File: src/rtl/assert_macros.svh
// Assertion macros used by the top level of the complex arithmetic unit.
`ifndef ASSERT_MACROS_SVH
`define ASSERT_MACROS_SVH

// The consequent must hold in the same cycle as the antecedent.
`define ASSERT_IMPLIES(label, clk, rst, ante, cons, msg) \
   label: assert property (@(posedge clk) disable iff (rst) (ante) |-> (cons)) \
      else $error(msg);

// The consequent must hold a fixed number of cycles after the antecedent.
`define ASSERT_AFTER(label, clk, rst, ante, n, cons, msg) \
   label: assert property (@(posedge clk) disable iff (rst) (ante) |-> ##(n) (cons)) \
      else $error(msg);

`endif

File: src/rtl/cau_pkg.sv
// Types and constants shared by the complex arithmetic unit.
package cau_pkg;

   localparam int PART_WIDTH = 32;
   localparam int FRAC_BITS  = 16;
   localparam int PROD_WIDTH = 2 * PART_WIDTH;
   localparam int SUM_WIDTH  = PROD_WIDTH + 1;
   localparam int QUO_BITS   = PART_WIDTH;
   localparam int FRONT_STAGES = 5;

   typedef enum logic [1:0] {
      OP_ADD = 2'd0,
      OP_SUB = 2'd1,
      OP_MUL = 2'd2,
      OP_DIV = 2'd3
   } opcode_type;

   typedef enum logic [1:0] {
      STATUS_OK       = 2'd0,
      STATUS_SAT      = 2'd1,
      STATUS_DIV_ZERO = 2'd2
   } status_type;

   typedef logic signed [PART_WIDTH-1:0] part_type;

   typedef struct packed {
      opcode_type opcode;
      part_type   a_re;
      part_type   a_im;
      part_type   b_re;
      part_type   b_im;
   } req_type;

   typedef struct packed {
      part_type   res_re;
      part_type   res_im;
      status_type status;
   } rsp_type;

   // One quotient of the divider: partial remainder, dividend bits still to
   // be shifted in, quotient bits so far, overflow flag and result sign.
   typedef struct packed {
      logic [PROD_WIDTH-1:0] rem;
      logic [PART_WIDTH-1:0] lo;
      logic [PART_WIDTH-1:0] quo;
      logic                  big;
      logic                  neg;
   } lane_type;

   // Everything one item carries down the divider chain.
   typedef struct packed {
      logic                  valid;
      logic                  is_div;
      logic                  div_zero;
      logic [PART_WIDTH-1:0] res_re;
      logic [PART_WIDTH-1:0] res_im;
      status_type            status;
      logic [PROD_WIDTH-1:0] den;
      lane_type              re;
      lane_type              im;
   } cell_type;

endpackage

File: src/rtl/cau_div_cell.sv
// One divider cell: produces one quotient bit for both result parts.
module cau_div_cell import cau_pkg::*; (
   input  logic     clock,
   input  logic     reset,
   input  cell_type prev_stage,
   output cell_type next_stage
);

   function automatic lane_type div_step(input lane_type l, input logic [PROD_WIDTH-1:0] den);
      logic [PROD_WIDTH:0] trial;
      logic [PROD_WIDTH:0] diff;
      logic                ge;
      lane_type            r;
      trial = {l.rem, l.lo[PART_WIDTH-1]};
      diff  = trial - {1'b0, den};
      ge    = (trial >= {1'b0, den});
      r     = l;
      r.rem = ge ? diff[PROD_WIDTH-1:0] : trial[PROD_WIDTH-1:0];
      r.lo  = l.lo << 1;
      r.quo = {l.quo[PART_WIDTH-2:0], ge};
      return r;
   endfunction

   logic     valid_ff, valid_in;
   cell_type stage_ff, stage_in;

   always_comb begin
      valid_in    = prev_stage.valid;
      stage_in    = prev_stage;
      stage_in.re = div_step(prev_stage.re, prev_stage.den);
      stage_in.im = div_step(prev_stage.im, prev_stage.den);
   end

   always_ff @(posedge clock) begin
      if (reset) begin
         valid_ff <= 1'b0;
      end else begin
         valid_ff <= valid_in;
      end
   end

   always_ff @(posedge clock) begin
      stage_ff <= stage_in;
   end

   always_comb begin
      next_stage       = stage_ff;
      next_stage.valid = valid_ff;
   end

endmodule
File: config.mk
export PLATFORM = sky130hd
export DESIGN_NAME = cau_div_cell
export DESIGN_NICKNAME = d
export VERILOG_FILES = /design/src/rtl/assert_macros.svh /design/src/rtl/cau_pkg.sv /design/src/rtl/cau_div_cell.sv
export SDC_FILE = /design/constraint.sdc
export NUM_CORES = 1
export LEC_CHECK = 0
export BUFFER_PORTS_ARGS = -buffer_cell sky130_fd_sc_hd__buf_2
export CAP_MARGIN = 0
export CELL_PAD_IN_SITES_DETAIL_PLACEMENT = 1
export CELL_PAD_IN_SITES_GLOBAL_PLACEMENT = 1
export CORE_AREA = 2 2 310 312
export CTS_BUF_LIST = sky130_fd_sc_hd__clkbuf_2 sky130_fd_sc_hd__clkbuf_4 sky130_fd_sc_hd__clkbuf_8
export DETAILED_ROUTE_END_ITERATION = 10
export DIE_AREA = 0 0 312 314
export PLACE_DENSITY = 0.58
export SYNTH_ARGS = -nofsm -noshare
export SYNTH_HDL_FRONTEND = slang
export SYNTH_SLANG_ARGS = --single-unit
File: constraint.sdc
create_clock -name clock -period 6.7 [get_ports clock]
set_clock_uncertainty 0.15 [all_clocks]
set_input_delay 0 -clock clock [delete_from_list [all_inputs] [get_ports clock]]
set_output_delay 0 -clock clock [all_outputs]
set_load 0.02 [all_outputs]
==> key figures, run 1 <==
Yosys
  – FF+latch count, synth: 391
  – Number of flops mapped to enable cells by yosys: 0
  – Synth top cells by count: 391 x dfxtp_1, 241 x a21oi_1, 184 x nor2_1, 131 x nand2_1, 128 x ha_1
  – Netlist cell types: 85
  – Syn_area_per_cell: 9.14 µm²
  – Dominant cell type by area after synthesis: dfxtp_1
  – Top-count cell post-synth: dfxtp_1
  – Cells after Synth: 1920
  – Mapped cell area: 0.0175 mm²
  – Async SR Flop Fraction: 0
  – Ys Warns: 0
  – Sequential-to-total area share from yosys stat: 0.446
  – Area share of the largest cell type after synthesis: 0.446
  – Synth top area cells: dfxtp_1 45%, ha_1 9.1%, a21oi_1 6.9%
  – Ys flop type: dfxtp_1

Clock network
  – CTS H-tree depth: 3
  – Clk sinks: 391
  – Max Root-Sink Buffers: 3
  – Postcts setup bufs: 0
  – CTS Root Cell: clkbuf_8
  – Inserted Clock Buffers: 78
  – # hold bufs at CTS: 807
  – Resized Gates After CTS: 0

Placement
  – Final GP Congestion: 0.889
  – Final HPWL DP: 85.1 mm
  – PortBufs: 783

Floorplan
  – I/O pins: 788
  – Initial Util: 0.186
  – Row count: 113
  – Width of the die: 312 µm
  – Chip Height: 314 µm

Status
  – Tool error: [ERROR RSZ-0060] Max buffer count reached.
  – Stage where the run ended: 4_1_cts
  – Status: did not finish
[cell families after synthesis]
family                   after synthesis  synth area share
multiplexers                          35            0.0224
adder cells (fa/ha/maj)              130            0.0936
buffers and inverters                174            0.0437
other                                  1          0.000214
AO/OA/AOI/OAI                        566             0.202
AND/OR/NAND/NOR                      505             0.133
XOR/XNOR                             118            0.0589
flip-flops                           391             0.446
[metrics by stage]
step                utilization  setup WS, ns  hold WS, ns  std cells  area (µm²)
detailed placement        0.240          2.17      -0.0462       3895       22700
global placement          0.240          2.24      -0.0478       3895       22700
floorplan                     -          4.01       -0.122       1921       17500
==> run 2, diff against run 1 <==
CELL_PAD_IN_SITES_DETAIL_PLACEMENT = not set   (was 1)
CELL_PAD_IN_SITES_GLOBAL_PLACEMENT = not set   (was 1)
CORE_AREA = 2 2 311 313   (was 2 2 310 312)
CTS_BUF_LIST = not set   (was sky130_fd_sc_hd__clkbuf_2 sky130_fd_sc_hd__clkbuf_4 sky130_fd_sc_hd__clkbuf_8)
DIE_AREA = 0 0 313 315   (was 0 0 312 314)
PLACE_DENSITY = not set   (was 0.58)
PLACE_DENSITY_LB_ADDON = 0.15   (was not set)
==> key figures, run 2 <==
Worst setup path
  – Worst setup path class: in -> reg
  – Critical Path AT: 5.13 ns
  – Critical path, cell by cell: dlygate4sd3_1 > buf_2 > inv_1 > ha_1 > nand3_1 > o21bai_1 > a31oi_1 > o2111a_1 > o21ai_1 > nand2_1 > a21oi_1 > o31ai_4 > buf_12 > mux2_1 > dlygate4sd3_1
  – Crit path launch type: input pin
  – Crit path max-delay family: compound AO/OA/AOI/OAI gates
  – CP max stage delay: 0.65 ns
  – CP max-delay cell: o31ai_4
  – Worst-path maximum fanout: 88
  – Worst Path Required: 7.05 ns
  – Crit path buf inv count: 5
  – Cell mode on critical path: dlygate4sd3_1
  – Worst setup EP type: flip-flop

Floorplan
  – Chip Height: 315 µm
  – I/O pins: 788
  – Row count: 114
  – Width of the die: 313 µm
  – Die Area: 0.0986 mm²
  – Core box area: 0.0957 mm²
  – Initial Util: 0.183

Route
  – WL final: 101 mm
  – DRC: 0
  – WL/cell: 21.3 µm
  – DR vias/cell: 4.27
  – DR vias: 20.2k
  – TritonRoute pass-1 iters: 5
  – Iter 0 DRT Violations: 905
  – Remaining antenna violation count: 0

Layout
  – Share of cells above drive strength 1: 0.265
  – Post-Route Utilization: 0.331
  – Fill count: 10.1k
  – Finished Cell Area: 0.0317 mm²
  – Nets: 3934
  – Area delta synth->final: 80.7%
  – Most frequent cells in the layout: 783 x buf_2, 729 x dlygate4sd3_1, 391 x dfxtp_1
  – Commonest non-fill, non-tap cell in the layout: buf_2
  – Max reg flops: 390

Placement
  – Setup WS pre-CTS: 2.21 ns
  – Final HPWL DP: 85.3 mm
  – Post-DP Area: 0.0227 mm²
  – Final GP Congestion: 0.928
  – PortBufs: 783

Clock network
  – CTS Root Cell: clkbuf_16
  – CTS H-tree depth: 2
  – CTS clk-pin slew, worst paths: 0.06 ns
  – Inserted Clock Buffers: 49
  – CTS tree: yes
  – Max Root-Sink Buffers: 3
  – Postcts setup bufs: 0
  – Clk sinks: 391

STA
  – Final period util: 0.714
  – Slew @ Worst Pin: 1.13 ns
  – Final hold slack: 0.0109 ns
  – Max-slew violations: 0
  – Fmax: 209 MHz
  – Endpoints failing setup: 0
  – Aggregate negative setup slack: 0 ns
  – Worst Slack Setup Final: 1.92 ns
  – Worst slew margin: 0.240
  – RSZ-0062 raised after global routing: no
  – Final Hold Vio Count: 0
  – Post-layout min period: 4.78 ns

GRT
  – Largest net degree at the start of global routing: 89
  – GRT overflow: 0
  – Vias in the first global route: 21.1k
  – First-pass GRT wire length: 142 mm
  – Antenna violations before repair: 55
  – GR Util All Layers: 0.197

Yosys
  – Cells after Synth: 1920
  – Synth top area cells: dfxtp_1 45%, ha_1 9.1%, a21oi_1 6.9%
  – Ys flop type: dfxtp_1
  – Dominant cell type by area after synthesis: dfxtp_1
  – Synth top cells by count: 391 x dfxtp_1, 241 x a21oi_1, 184 x nor2_1, 131 x nand2_1, 128 x ha_1
  – Number of flops mapped to enable cells by yosys: 0
  – Syn_area_per_cell: 9.14 µm²
  – Mapped cell area: 0.0175 mm²
  – Ys Warns: 0
  – Sequential-to-total area share from yosys stat: 0.446
  – FF+latch count, synth: 391
  – Async SR Flop Fraction: 0
  – Netlist cell types: 85
  – Area share of the largest cell type after synthesis: 0.446
  – Top-count cell post-synth: dfxtp_1

Power
  – Max VDD drop: 0.165 mV
  – PD cells: 243 mW/mm²
  – Leakage: 14.4 nW

Run
  – Max Cap Viol: 0

Status
  – Status: finished clean

Hold path
  – Hold WC Path Type: in -> reg
==> run 2: cell counts after synthesis <==
Identical to the previous run, type by type.
==> run 2: cells by family (layout without fill, tap and decap cells) <==
group	Yosys count	after routing	synth area share
xor gates and xnor gates	118	118	0.0589
adders and majority gates	130	130	0.0936
and+or+nand+nor	505	505	0.133
muxes	35	35	0.0224
other	1	21	0.000214
buffers and inverters	174	1700	0.0437
AOI/OAI and AO/OA	566	566	0.202
DFF	391	391	0.446
==> run 2: power breakdown <==
group / switching, mW / internal, mW
Combinational: 1.33 / 0.999
Sequential: 0.0878 / 2.58
Clock: 1.11 / 1.58
Total: 2.53 / 5.17
==> run 2: path summary, 6_finish.rpt <==
check,to,slack [ns],from,cells past startpoint
min,next_stage[53],0.01,prev_stage[52],2
max,next_stage[200],1.92,prev_stage[263],15
==> run 2: stage by stage <==
step / power [mW] / cells
floorplan: 3.85 / 1921
global placement: 4.65 / 3905
detailed placement: 4.64 / 3905
CTS: 7.82 / 4721
global route: 8.09 / 4736
finish: 7.69 / 4742
==> run 2: final cells by class <==
| type | instances | area (µm²) | area share |
|---|---|---|---|
| multi-input cells | 1356 | 8960 | 0.283 |
| diodes | 19 | 47.5 | 0.00150 |
| flip-flops and latches | 391 | 7830 | 0.247 |
| well taps | 1276 | 1600 | 0.0504 |
| repair buffers | 1518 | 11300 | 0.356 |
| inverters | 93 | 349 | 0.0110 |
| clock inverters | 25 | 277 | 0.00872 |
| clock buffers | 64 | 1350 | 0.0427 |
==> run 2: layer usage <==
layer	vias up	global-route usage	wire length (µm)
met1	9602	0.207	37600
met2	665	0.389	55000
met3	185	0.0401	5000
met4	12	0.0577	3210
li1	9783	-	-
met5	-	0	67
==> run 2: repair_timing <==
action / CTS / global route
setup endpoints to repair: 0 / 0
endpoints found under the hold margin: 391 / 2
gates resized for setup: 0 / 0
hold buffers: 727 / 2
No activity file was read; power rests on OpenSTA's default activity.
==> run 3, diff against run 2 <==
clock period = 4.6 ns   (was 6.7 ns; I/O delays follow)
==> key figures, run 3 (synthesis gave the netlist of run 2 again) <==
Placement
  – DP Cell Count: 3911
  – PortBufs: 783
  – Final HPWL DP: 85.5 mm
  – Setup WS pre-CTS: 0.733 ns
  – Post-DP Area: 0.0228 mm²
  – Final GP Congestion: 0.904

Clock network
  – CTS H-tree depth: 2
  – CTS Root Cell: clkbuf_16
  – CTS tree: yes
  – CTS clk-pin slew, worst paths: 0.06 ns
  – Inserted Clock Buffers: 50
  – Clk sinks: 391
  – Max Root-Sink Buffers: 3

STA
  – Max-slew violations: 0
  – Aggregate negative setup slack: 0 ns
  – Endpoints failing setup: 0
  – Final hold slack: -0.00260 ns
  – RSZ-0062 raised after global routing: no
  – Final Hold Vio Count: 2
  – Worst slew margin: 0.487
  – Post-layout min period: 4.35 ns
  – Fmax: 230 MHz
  – Worst Slack Setup Final: 0.245 ns
  – Final period util: 0.947
  – Slew @ Worst Pin: 0.750 ns

Floorplan
  – Width of the die: 313 µm
  – Core box area: 0.0957 mm²
  – Row count: 114
  – Chip Height: 315 µm
  – Die Area: 0.0986 mm²
  – Initial Util: 0.183
  – I/O pins: 788

Worst setup path
  – CP max-delay cell: dlygate4sd3_1
  – Worst setup EP type: flip-flop
  – CP max stage delay: 0.56 ns
  – Worst setup path class: in -> reg
  – Cell mode on critical path: dlygate4sd3_1
  – Critical path, cell by cell: dlygate4sd3_1 > buf_2 > inv_1 > ha_1 > nand3_1 > o21bai_1 > a31oi_2 > o2111a_2 > o21ai_1 > nand2_1 > a21oi_2 > o31ai_4 > clkbuf_16 > nor2_1 > dlygate4sd3_1 > a21oi_1 > dlygate4sd3_1
  – Worst Path Required: 5.00 ns
  – Critical Path AT: 4.75 ns
  – Crit path launch type: input pin
  – CP Launch Point: prev_stage[262]
  – Worst-path maximum fanout: 37

Power
  – Total power draw: 11.5 mW
  – Leakage: 14.6 nW
  – Max VDD drop: 0.249 mV
  – PD cells: 359 mW/mm²

GRT
  – GRT overflow: 0
  – GR Util All Layers: 0.199
  – First-pass GRT wire length: 144 mm
  – Antenna violations before repair: 47
  – Largest net degree at the start of global routing: 111
  – Vias in the first global route: 21.4k

Status
  – Violated checks: hold timing
  – Status: finished, violations left

Route
  – TritonRoute pass-1 iters: 6
  – Iter 0 DRT Violations: 1106
  – Remaining antenna violation count: 0
  – WL final: 102 mm
  – DR vias: 20.5k
  – WL/cell: 21.5 µm
  – DRC: 0
  – DR vias/cell: 4.31

Layout
  – Area delta synth->final: 81.8%
  – Commonest non-fill, non-tap cell in the layout: buf_2
  – Post-Route Utilization: 0.333
  – Share of cells above drive strength 1: 0.268
  – Fill count: 10.1k
  – Fin cells: 4751
  – Finished Cell Area: 0.0319 mm²
  – Max reg flops: 390
  – Most frequent cells in the layout: 783 x buf_2, 730 x dlygate4sd3_1, 391 x dfxtp_1
  – Nets: 3944

Run
  – Max Cap Viol: 0

Hold path
  – Hold WC Path Type: in -> reg
  – Worst Hold Launch: prev_stage[352]
[run 3: final timing paths]
check                              to  slack, ns  cells past startpoint
worst min-delay path  next_stage[352]     -0.003                      2
worst max-delay path  next_stage[227]       0.25                     17
[run 3: critical path: cells and delay by family]
kind                     cells  cell delay (ns)
AND/OR/NAND/NOR              3             0.45
buffers and inverters        6             2.13
AO/OA/AOI/OAI                7             1.76
adder cells (fa/ha/maj)      1             0.35
[run 3: report_power, final]
| part | internal (mW) | switching, mW | leakage (nW) |
|---|---|---|---|
| clock | 2.50 | 1.63 | 0.842 |
| sequential | 3.76 | 0.121 | 3.30 |
| combinational | 1.46 | 1.98 | 10.4 |
[run 3: layer usage]
layer  up-vias  part of all wire  track usage
li1       9796                 -            -
met2       720              0.55        0.395
met3       188             0.045       0.0331
met5         -           0.00037            0
met1      9783              0.38        0.211
met4         6             0.031       0.0608
[run 3: timing repair]
action                     4_1_cts  5_1_grt
hold buffers                   728        2
setup endpoints to repair        0       17
buffers inserted                 0        1
gates resized for setup          0        8
hold endpoints to repair       391        2
[run 3: layout make-up]
cell class              count  area [µm²]  share of cell area
repair buffers           1527       11400               0.356
multi-input cells        1356        8990               0.282
flip-flops and latches    391        7830               0.245
well taps                1276        1600              0.0501
clock buffers              68        1420              0.0445
inverters                  93         349              0.0109
clock inverters            21         293             0.00918
diodes                     19        47.5             0.00149
==> run 4, diff against run 3 <==
clock period = 5.58 ns   (was 4.6 ns; I/O delays follow)
==> key figures, run 4 (synthesis gave the netlist of run 2 again) <==
Status
  – Status: finished, violations left
  – Violated checks: hold timing

Worst setup path
  – Worst setup EP type: flip-flop
  – Crit path launch type: input pin
  – CP max stage delay: 0.57 ns
  – Worst-path maximum fanout: 28
  – Crit path buf inv count: 6
  – Critical Path AT: 5.21 ns
  – CP max-delay cell: dlygate4sd3_1
  – Worst Path Required: 5.99 ns
  – Critical path, cell by cell: dlygate4sd3_1 > buf_2 > inv_1 > ha_1 > nand3_1 > o21bai_1 > a31oi_1 > o2111a_1 > o21ai_1 > nand2_1 > a21oi_1 > o31ai_4 > buf_12 > nor2_1 > dlygate4sd3_1 > a21oi_1 > dlygate4sd3_1
  – Cell mode on critical path: dlygate4sd3_1
  – Crit path max-delay family: compound AO/OA/AOI/OAI gates
  – Worst setup path class: in -> reg

Power
  – PD cells: 289 mW/mm²
  – Leakage: 14.8 nW
  – Total power draw: 9.39 mW
  – Max VDD drop: 0.221 mV

Layout
  – Area delta synth->final: 85.0%
  – Finished Cell Area: 0.0325 mm²
  – Most frequent cells in the layout: 799 x dlygate4sd3_1, 783 x buf_2, 391 x dfxtp_1
  – Fill count: 10.0k
  – Fin cells: 4809
  – Commonest non-fill, non-tap cell in the layout: dlygate4sd3_1
  – Max reg flops: 390
  – Nets: 4007
  – Share of cells above drive strength 1: 0.260

GRT
  – GRT overflow: 0
  – First-pass GRT wire length: 143 mm
  – GR Util All Layers: 0.199
  – Largest net degree at the start of global routing: 80
  – Vias in the first global route: 21.7k
  – Antenna violations before repair: 49

Clock network
  – CTS H-tree depth: 2
  – Clk sinks: 391
  – CTS Root Cell: clkbuf_16
  – Inserted Clock Buffers: 49
  – Max Root-Sink Buffers: 3
  – CTS tree: yes
  – Postcts setup bufs: 0
  – CTS clk-pin slew, worst paths: 0.05 ns

Route
  – Iter 0 DRT Violations: 1098
  – DRC: 0
  – Remaining antenna violation count: 0
  – TritonRoute pass-1 iters: 5
  – DR vias/cell: 4.30
  – WL final: 102 mm
  – WL/cell: 21.2 µm
  – DR vias: 20.7k

Placement
  – Post-DP Area: 0.0228 mm²
  – Final GP Congestion: 0.935
  – PortBufs: 783
  – DP Cell Count: 3908
  – Final HPWL DP: 85.4 mm

STA
  – Fmax: 209 MHz
  – Final hold slack: -0.0140 ns
  – Final period util: 0.859
  – Final Hold Vio Count: 1
  – Aggregate negative setup slack: 0 ns
  – Max-slew violations: 0
  – Worst slew margin: 0.435
  – RSZ-0062 raised after global routing: no
  – Post-layout min period: 4.79 ns
  – Endpoints failing setup: 0
  – Slew @ Worst Pin: 0.838 ns

Floorplan
  – Initial Util: 0.183
  – Width of the die: 313 µm
  – Die Area: 0.0986 mm²
  – Row count: 114
  – I/O pins: 788
  – Core box area: 0.0957 mm²
  – Chip Height: 315 µm

Run
  – Max Cap Viol: 0

Hold path
  – Worst Hold Launch: prev_stage[61]
  – Hold EP: next_stage[62]
  – Hold WC Path Type: in -> reg
  – Hold path cells: 2
run 4: changes by cell type in the layout (fill, tap and decap cells not counted), sizes merged:
cell / delta
clkbuf: -6
clkinvlp: +4
bufinv: -2
dlygate4sd3: +69
clkinv: +1
diode: -4
buf: -4
run 4: worst max path at each step:
| stage | slack (ns) | to | depth (start not counted) | from |
|---|---|---|---|---|
| final | 0.79 | next_stage[259] | 17 | prev_stage[264] |
| after global routing | 0.56 | next_stage[259] | 17 | prev_stage[285] |
| after CTS | 0.74 | next_stage[259] | 17 | prev_stage[285] |
| after detailed placement | 1.25 | next_stage[199] | 14 | prev_stage[285] |
| after global placement | 1.30 | next_stage[200] | 14 | prev_stage[285] |
| after floorplan | 2.89 | next_stage[100] | 13 | prev_stage[296] |
run 4: final cells by class:
type                            instances  area, µm²  area share
Timing Repair Buffer                 1591      12000       0.371
Clock inverter                         24        300     0.00925
Tap cell                             1276       1600      0.0492
Sequential cell                       391       7830       0.241
Clock buffer                           63       1350      0.0416
Antenna cell                           15       37.5     0.00116
Inverter                               93        349      0.0108
Multi-Input combinational cell       1356       8960       0.276
run 4: stage by stage:
stage	utilization	setup slack, ns
global placement	0.238	1.30
CTS	0.339	0.740
detailed placement	0.238	1.25
global route	0.339	0.565
floorplan	-	2.89
finish	0.339	0.787
run 4: metal layers:
| metal | global-route usage | up-vias | part of all wire |
|---|---|---|---|
| li1 | - | 9929 | - |
| met1 | 0.206 | 9862 | 0.37 |
| met2 | 0.393 | 696 | 0.54 |
| met3 | 0.0394 | 196 | 0.050 |
| met4 | 0.0684 | 8 | 0.034 |
| met5 | 0 | - | 0.00051 |
run 4: timing repair:
action	4_1_cts	5_1_grt
hold buffers	798	1
hold endpoints to repair	391	1
resized for setup	0	0
run 4: report_power, final:
part	leakage, nW	switching, mW	internal [mW]
Combinational	10.7	1.62	1.27
Clock	0.792	1.39	1.91
Sequential	3.30	0.105	3.10
Total	14.8	3.11	6.28
